File: src/hdl/fifo_with_key_removal_macros.svh
// Assertion macros for the record queue with row removal.
// Used by fifo_with_key_removal.sv; expects clk and rst in scope.
`ifndef FIFO_WITH_KEY_REMOVAL_MACROS_SVH
`define FIFO_WITH_KEY_REMOVAL_MACROS_SVH

// Same-cycle implication, held off during reset
`define FKR_ASSERT_IMPL(label, ante, cons) \
  label: assert property (@(posedge clk) disable iff (rst) (ante) |-> (cons)) \
    else $error("fkr: same-cycle check failed");

// Next-cycle implication, held off during reset
`define FKR_ASSERT_NEXT(label, ante, cons) \
  label: assert property (@(posedge clk) disable iff (rst) (ante) |=> (cons)) \
    else $error("fkr: next-cycle check failed");

`endif

File: src/hdl/fkr_pkg.sv
// Shared types and codes for the record queue with row removal.
// No dependencies; imported by fkr_store and fifo_with_key_removal.
package fkr_pkg;

  localparam int DEPTH_DEF = 64;

  // Request codes
  localparam logic [1:0] REQ_PUSH   = 2'd0;
  localparam logic [1:0] REQ_POP    = 2'd1;
  localparam logic [1:0] REQ_REMOVE = 2'd2;

  // One stored record: row, column, size
  typedef struct packed {
    logic [15:0] row;
    logic [15:0] col;
    logic [7:0]  len;
  } rec_t;

  // Memory port strobes from the controller to the store
  typedef struct packed {
    logic wr_en;
    logic rd_en;
  } mem_ctl_t;

endpackage

File: src/hdl/fkr_store.sv
// Record store: one write port, one read port, registered read data.
// Depends on fkr_pkg for rec_t and mem_ctl_t.
module fkr_store
  import fkr_pkg::*;
#(
  parameter int DEPTH = DEPTH_DEF,
  localparam int AW = (DEPTH > 1) ? $clog2(DEPTH) : 1
) (
  input  logic          clk,
  input  mem_ctl_t      ctl,
  input  logic [AW-1:0] waddr,
  input  rec_t          wdata,
  input  logic [AW-1:0] raddr,
  output rec_t          rdata
);

  rec_t mem [DEPTH];

  // Write; read data is registered, valid the cycle after rd_en
  always_ff @(posedge clk) begin
    if (ctl.wr_en) begin
      mem[waddr] <= wdata;
    end
    if (ctl.rd_en) begin
      rdata <= mem[raddr];
    end
  end

endmodule

File: src/hdl/fifo_with_key_removal.sv
// Channel   | Signals                                         | Handshake
// request   | req_type item_row item_col item_len match_row   | start && !busy
// result    | entry_count removed_count push_dropped pop_empty| done, one cycle
//
// Push, pop and no-op requests never enter the walk: the result strobes on the
// cycle after the request, and busy stays low, so a new request may follow.
// A row removal reads the held records one per cycle through the store's
// single read port and writes kept ones back compacted: busy is high through
// the walk and the result strobes as busy falls. A removal on an empty queue
// skips the walk and answers as a pop does.
// Reset (rst, synchronous) empties the queue; the store itself is not cleared.
// The receiver cannot stall; busy holds off requests only during a removal.
//
// Depends on fkr_pkg, fkr_store and fifo_with_key_removal_macros.svh.
`include "fifo_with_key_removal_macros.svh"

module fifo_with_key_removal
  import fkr_pkg::*;
#(
  parameter int DEPTH = DEPTH_DEF
) (
  input  logic               clk,
  input  logic               rst,
  input  logic               start,
  output logic               busy,
  input  logic [1:0]         req_type,
  input  logic signed [15:0] item_row,
  input  logic signed [15:0] item_col,
  input  logic [7:0]         item_len,
  input  logic signed [15:0] match_row,
  output logic               done,
  output logic [6:0]         entry_count,
  output logic [6:0]         removed_count,
  output logic               push_dropped,
  output logic               pop_empty
);

  localparam int AW = (DEPTH > 1) ? $clog2(DEPTH) : 1;
  localparam int CW = $clog2(DEPTH + 1);
  localparam int SW = AW + 1;
  localparam logic [CW-1:0] FULL = CW'(DEPTH);

  typedef enum logic {S_IDLE, S_WALK} state_t;

  state_t        state;
  logic [AW-1:0] head;
  logic [CW-1:0] count;
  logic [CW-1:0] rd_idx;
  logic [CW-1:0] kept;
  logic [CW-1:0] removed;
  logic          pend;
  logic [15:0]   key;
  logic          full;

  mem_ctl_t      mctl;
  logic [AW-1:0] waddr;
  logic [AW-1:0] raddr;
  rec_t          wdata;
  rec_t          rdata;

  // Slot of the record at a given offset from the head, wrapped at DEPTH
  function automatic logic [AW-1:0] slot_at(input logic [AW-1:0] base,
                                            input logic [CW-1:0] off);
    logic [SW-1:0] sum;
    sum = SW'(base) + SW'(off);
    if (sum >= SW'(DEPTH)) begin
      sum = sum - SW'(DEPTH);
    end
    return sum[AW-1:0];
  endfunction

  assign full = (count == FULL);
  assign busy = (state == S_WALK);

  // Drive the store: tail write on push, walk reads and compacting writes.
  // Writes go to offset kept, never ahead of the next read offset, so a walk
  // read never meets a slot rewritten earlier in the same walk.
  always_comb begin
    mctl  = '0;
    waddr = '0;
    raddr = '0;
    wdata = rdata;
    case (state)
      S_IDLE: begin
        if (start && req_type == REQ_PUSH && !full) begin
          mctl.wr_en = 1'b1;
          waddr      = slot_at(head, count);
          wdata      = '{row: item_row, col: item_col, len: item_len};
        end
      end
      S_WALK: begin
        if (rd_idx < count) begin
          mctl.rd_en = 1'b1;
          raddr      = slot_at(head, rd_idx);
        end
        if (pend && rdata.row != key) begin
          mctl.wr_en = 1'b1;
          waddr      = slot_at(head, kept);
        end
      end
      default: begin
        mctl = '0;
      end
    endcase
  end

  fkr_store #(
    .DEPTH(DEPTH)
  ) u_store (
    .clk  (clk),
    .ctl  (mctl),
    .waddr(waddr),
    .wdata(wdata),
    .raddr(raddr),
    .rdata(rdata)
  );

  // Sequencer: state, queue pointers and registered result
  always_ff @(posedge clk) begin
    if (rst) begin
      state <= S_IDLE;
      head  <= '0;
      count <= '0;
      done  <= 1'b0;
      pend  <= 1'b0;
    end else begin
      done <= 1'b0;
      pend <= 1'b0;
      case (state)
        S_IDLE: begin
          if (start) begin
            removed      <= '0;
            push_dropped <= 1'b0;
            pop_empty    <= 1'b0;
            case (req_type)
              REQ_PUSH: begin
                done         <= 1'b1;
                push_dropped <= full;
                if (!full) begin
                  count <= count + CW'(1);
                end
              end
              REQ_POP: begin
                done <= 1'b1;
                if (count == '0) begin
                  pop_empty <= 1'b1;
                end else begin
                  head    <= slot_at(head, CW'(1));
                  count   <= count - CW'(1);
                  removed <= CW'(1);
                end
              end
              REQ_REMOVE: begin
                if (count == '0) begin
                  done <= 1'b1;
                end else begin
                  state  <= S_WALK;
                  rd_idx <= '0;
                  kept   <= '0;
                  key    <= match_row;
                end
              end
              default: begin
                done <= 1'b1;
              end
            endcase
          end
        end
        S_WALK: begin
          // advance the read offset, then judge the record that came back
          if (rd_idx < count) begin
            rd_idx <= rd_idx + CW'(1);
            pend   <= 1'b1;
          end
          if (pend) begin
            if (rdata.row == key) begin
              removed <= removed + CW'(1);
            end else begin
              kept <= kept + CW'(1);
            end
          end
          if (!pend && rd_idx == count) begin
            count <= kept;
            state <= S_IDLE;
            done  <= 1'b1;
          end
        end
        default: begin
          state <= S_IDLE;
        end
      endcase
    end
  end

  assign entry_count   = 7'(count);
  assign removed_count = 7'(removed);

  `FKR_ASSERT_IMPL(a_done_not_busy, done, !busy)
  `FKR_ASSERT_IMPL(a_count_bounded, 1'b1, count <= FULL)
  `FKR_ASSERT_IMPL(a_drop_only_full, done && push_dropped, count == FULL)
  `FKR_ASSERT_NEXT(a_accept_progress, start && !busy, done || busy)
  `FKR_ASSERT_IMPL(a_walk_tally, busy,
    (CW+1)'(kept) + (CW+1)'(removed) + (CW+1)'(pend) == (CW+1)'(rd_idx))

endmodule

File: config.mk
export PLATFORM = sky130hd
export DESIGN_NAME = fifo_with_key_removal
export DESIGN_NICKNAME = d
export VERILOG_FILES = /design/src/hdl/fkr_pkg.sv /design/src/hdl/fkr_store.sv /design/src/hdl/fifo_with_key_removal.sv
export VERILOG_INCLUDE_DIRS = /design/src /design/src/hdl
export SDC_FILE = /design/constraint.sdc
export NUM_CORES = 1
export LEC_CHECK = 0
export BUFFER_PORTS_ARGS = -buffer_cell sky130_fd_sc_hd__buf_2
export CAP_MARGIN = 20
export CORE_MARGIN = 4
export CORE_UTILIZATION = 25
export DETAILED_ROUTE_END_ITERATION = 6
export SKIP_CTS_REPAIR_TIMING = 1
export SLEW_MARGIN = 20
export SYNTH_ARGS = -nofsm -noshare
export SYNTH_HDL_FRONTEND = slang
export SYNTH_HIERARCHICAL = 1
export SYNTH_SLANG_ARGS = --single-unit
File: constraint.sdc
create_clock -name clk -period 5.5 [get_ports clk]
set_input_delay 0.275 -clock clk [delete_from_list [all_inputs] [get_ports clk]]
set_output_delay 0.275 -clock clk [all_outputs]
set_load 0.005 [all_outputs]
Yosys cells after proc, flatten, opt, wreduce, memory -nomap -nowiden:

Memory sizes are Yosys's and may differ from the RTL's. A register that Yosys moved wholly into a read port is not among the register bits.
Cells that the tools add are included.

* RAM bits: 2560
* register bits: 55
* output and inout port bits: 18
* bits of input ports: 61
* word-level logic and storage cells: 113
* memories kept: 1

* magnitude comparators: 5
* muxes and demuxes: 48
* equal/unequal tests: 17
* bitwise gates (word level): 3
* add/subtract/negate cells: 13
* reductions and logical operators: 15

Memories
* u_store.mem: depth 64, width 40, rd ports 1, clocked after Yosys merged registers in 1, wr ports 1, line fkr_store.sv:17 `rec_t mem [DEPTH];`

Operator list (number)
* $mux W7: 13
* $mux W40: 2
* $pmux W7 S2: 5
* $mux W6: 8
* $add A7 B1 Y7 const B: 4
* $ge A7 B7 Y1 const B: 4
* $sub A6 B1 Y6 const B: 4
* $add A6 B7 Y7: 3
* $eq A16 B16 Y1: 1
* $mux W1: 16
* $ne A16 B16 Y1: 1
* $reduce_and A5 Y1: 3
* $pmux W6 S2: 1
* $ne A2 B1 Y1 const B: 5
* $reduce_and A4 Y1: 2
* $add A6 B1 Y7 const B: 1
* $eq A7 B7 Y1: 1
* $eq A7 B7 Y1 const B: 1
* $logic_not A7 Y1: 1
* $lt A7 B7 Y1: 1
* $sub A7 B1 Y7 const B: 1
* $ne A2 B2 Y1 const B: 3
* $ne A3 B3 Y1 const B: 2
* $pmux W1 S2: 3
* other kinds (9): 15

Depth between registers and ports, before layout:

* depth after elaboration: 7
* mapped depth: 17
* mapped depth without buffers: 13

Hierarchy:

Netlist, hierarchy kept.

By module, submodules not included
* fkr_store: instances 1, seq. area each 78074.9 sq um, area an instance 98251.7 sq um, cells each 4195
* fifo_with_key_removal: instances 1, seq. area each 1491.4 sq um, area an instance 4002.6 sq um, cells each 398

Least setup slack after synthesis:

No wires, ideal clock.

* path kind: reg2reg
* from: register count[1], in the netlist entry_count[1]
* to: memory u_store/mem[48][0] in the netlist's numbering, enable pin
* cell stages (with the launch flop): 10
* buffers on the path: 3
* library setup time: 487 ps
* period minus slack after synthesis: 5614 ps
* path slack: -114 ps
* arrival time: 5128 ps
* required time: 5013 ps
* cells stage by stage: dfxtp_1 or4_1 o41a_1 buf_2 clkbuf_1 a22o_1 clkbuf_1 nor2b_1 nand4b_1 nor3_1

* elaborated cells on any way between the ends: 13
* classes of those cells: 2 x add/sub; 1 x order compare; 1 x eq/ne; 7 x mux; 2 x reduce/logical

RTL lines
* from (decl): line fifo_with_key_removal.sv:47 `logic [CW-1:0] count;`
* from (signal assigned): line fifo_with_key_removal.sv:140 `count <= count + CW'(1);`
* from (signal assigned): line fifo_with_key_removal.sv:149 `count <= count - CW'(1);`
* from (signal assigned): line fifo_with_key_removal.sv:183 `count <= kept;`
* $add A6 B7 Y7 / $eq A7 B7 Y1 (equally long branches): line fifo_with_key_removal.sv:65, fifo_with_key_removal.sv:72
* $sub A6 B1 Y6 (tied with other cells): line fifo_with_key_removal.sv:67 `sum = sum - SW'(DEPTH);`
* $mux W6 / $logic_and A1 B1 Y1 (equally long branches): line fifo_with_key_removal.sv:66, fifo_with_key_removal.sv:85
* $mux W6 *: line fifo_with_key_removal.sv:85 `if (start && req_type == REQ_PUSH && !full) begin`
* $pmux W6 S2 *: line fifo_with_key_removal.sv:83 `case (state)`
* net waddr[3]: line fifo_with_key_removal.sv:56 `logic [AW-1:0] waddr;`
* to (decl): line fkr_store.sv:17

The timed path passes the listed nets; every way through them passes the cells marked *.

==> results.toml <==
[floorplanning]
die_w_microns = 427
dieArea_sq_um = 183000
core_sq_um = 174000
rows = 153
io_pins = 79
die_h_microns = 427
start_util = 0.252

[setup_path]
critPathCapture = "u_store/rdata[39]$_DFFE_PP_"
rrSetupSlack_ns = 0.82
end_kind = "register"
reg2reg_from = "entry_count[2]$_SDFFE_PP0P_"
worstRegToRegCells = 14
timing.rr.end = "u_store/rdata[39]$_DFFE_PP_"
worstPathArrival_ns = 5.07
cp_max_fo = 30
critPathLaunch = "entry_count[2]$_SDFFE_PP0P_"
worstSetupPathType = "reg2reg"
start_kind = "register"
crit_required_ns = 5.90

[sta]
fin_tns_setup_ns = 0
drv_slew = 0
hold_viol = 0
rsz0062_at_grt = "no"
worst_pin_slew_ns = 1.09
skew_ns = 0.0232
fin_crit_sh = 0.850
fmax_mhz = 214
holdWs_ns = 0.0459
setup_viol = 0
min_period_ns = 4.68
maxSlewHeadroom = 0.273

[power]
power_density_nw_per_um2 = 329
p_clk_frac = 0.425
share_comb_of_total_power = 0.027
ir_worst_vdd_mv = 0.232
p_switching_w = 0.00337
p_int_w = 0.0134
power.leakage_nw = 15.4
sequentialPowerShare = 0.548
netSwitchingFraction = 0.201

[cts]
clock_latency_ns = 0.67
cts_root_buffer = "clkbuf_16"
path_clk_slew_ns = 0.06
cts_tree = "yes"
cts_buffers = 107
htreeDepth = 3
clock_path_buffers = 3
clock-sinks = 1095

[detailed_routing]
wl_met1_microns = 45300
initialDrtViolationCount = 2514
dr_wl_met3_microns = 7620
vias = 21800
top_layer = "met4"
via_per_inst = 4.58
drc = 0
wirelength_microns = 106000
ant_nets = 0
met2_length_microns = 50800
first_pass_iters = 5
drt-wirelength-per-cell_microns = 22.3

[yosys]
synth_area_sq_um = 44000
avgSynthCellArea_sq_um = 19.6
synth_cells = 2239
synth-warning-count = 6
syn_nets = 2330

[finish]
drive_gt1_frac = 0.280
final_nets = 2439
syn2layout_area_growth_pct = 15.8
nFillCells = 17000

[global_route]
grt_pass1_vias = 21800
antenna_found_initial = 3
grt_overflow = 0
grt_pass1_wl_microns = 154000
grt_max_degree = 91
grt_use_total = 0.114

[status]
status = "finished, final reports clean"

[place]
post-dp-hpwl_microns = 65900
place_congestion = 0.805
io_buffers = 54

[worst_hold_path]
worstHoldPathType = "in2reg"

[flow_run]
drv_cap = 0
-- sequential cells by signal, summed over array words and instances, names as in the netlist, 6 cells and up --
| signal | cells |
|---|---|
| u_store/rdata | 16 |
| u_store/mem | 1024 |
| rd_idx | 7 |
| head | 6 |
| kept | 7 |
| removed_count | 7 |
| key | 16 |
| entry_count | 7 |
-- layout make-up --
cell class	count	area, sq um	area share
Multi-Input combinational cell	893	10100	0.198
Sequential cell	1095	32700	0.642
Inverter	15	56.3	0.00111
Antenna cell	1	2.50	0.0000491
Tap cell	2325	2910	0.0571
Timing Repair Buffer	236	1820	0.0358
Clock buffer	139	2880	0.0566
Clock inverter	56	474	0.00931
-- layout by cell type, fill, tap and decap left out, types with 8 or more instances in the layout --
| cell type | count |
|---|---|
| a21oi_1 | 38 |
| a22o_1 | 10 |
| and2_1 | 10 |
| buf_12 | 11 |
| buf_2 | 54 |
| buf_4 | 152 |
| bufinv_16 | 8 |
| clkbuf_1 | 28 |
| clkbuf_16 | 111 |
| clkinv_1 | 18 |
| clkinv_2 | 25 |
| dfxtp_1 | 16 |
| dlygate4sd3_1 | 19 |
| edfxtp_1 | 1079 |
| ha_1 | 27 |
| inv_1 | 15 |
| mux2_2 | 27 |
| mux2i_1 | 37 |
| mux4_2 | 248 |
| nand2_1 | 30 |
| nand2b_1 | 25 |
| nand3_1 | 14 |
| nand4_1 | 11 |
| nor2_1 | 102 |
| nor2_2 | 20 |
| nor2b_1 | 18 |
| nor4_1 | 20 |
| o21ai_0 | 8 |
| o21ai_1 | 10 |
| o221ai_1 | 18 |
| o22a_1 | 14 |
| o22ai_1 | 71 |
| xnor2_1 | 26 |
| xor2_1 | 16 |
-- worst min-delay path by stage --
stage | start | to | slack [ns] | cells after the start
global placement | match_row[5] | key[5]$_DFFE_PP_ | 0.45 | 1
floorplan | match_row[0] | key[0]$_DFFE_PP_ | 0.37 | 0
CTS | match_row[8] | key[8]$_DFFE_PP_ | -0.26 | 1
detailed placement | match_row[2] | key[2]$_DFFE_PP_ | 0.45 | 1
finish | rst | head[0]$_SDFFE_PP0P_ | 0.05 | 2
global route | rst | head[3]$_SDFFE_PP0P_ | 0.04 | 2
-- power groups by stage --
stage	registers, W	logic (W)	clock network [W]
after floorplan	0.00935	0.000259	0
after global placement	0.00935	0.000441	0
after detailed placement	0.00935	0.000449	0
after CTS	0.00918	0.000450	0.00725
after global routing	0.00917	0.000493	0.00759
final	0.00918	0.000458	0.00711
-- worst max-delay path: stages, from the launching register on --
cell and delay [ns]:
dfxtp_1 0.52, inv_1 0.16, ha_1 0.32, o21ai_0 0.09
a21o_1 0.17, a21oi_1 0.66, inv_1 0.19, and2_4 0.41
buf_4 0.28, buf_4 0.18, mux4_2 0.43, o22ai_1 0.46
nor4_1 0.11, buf_4 0.18, o22a_1 0.19
-- metrics by stage --
step	util	area, sq um	instances	total power [W]	setup slack (ns)
floorplan	-	44000	2239	0.00961	0.638
global placement	0.272	47400	4545	0.00979	0.870
detailed placement	0.272	47400	4545	0.00980	0.861
CTS	0.291	50700	4740	0.0169	0.853
global route	0.292	50900	4760	0.0173	0.462
finish	0.292	50900	4760	0.0167	0.824
-- routing by layer --
layer | global-route usage | vias to the layer above
li1 | - | 9263
met1 | 0.158 | 11600
met2 | 0.185 | 820
met3 | 0.0200 | 138
met4 | 0.0297 | 0
met5 | 0 | -
No activity file was read; power rests on OpenSTA's default activity.
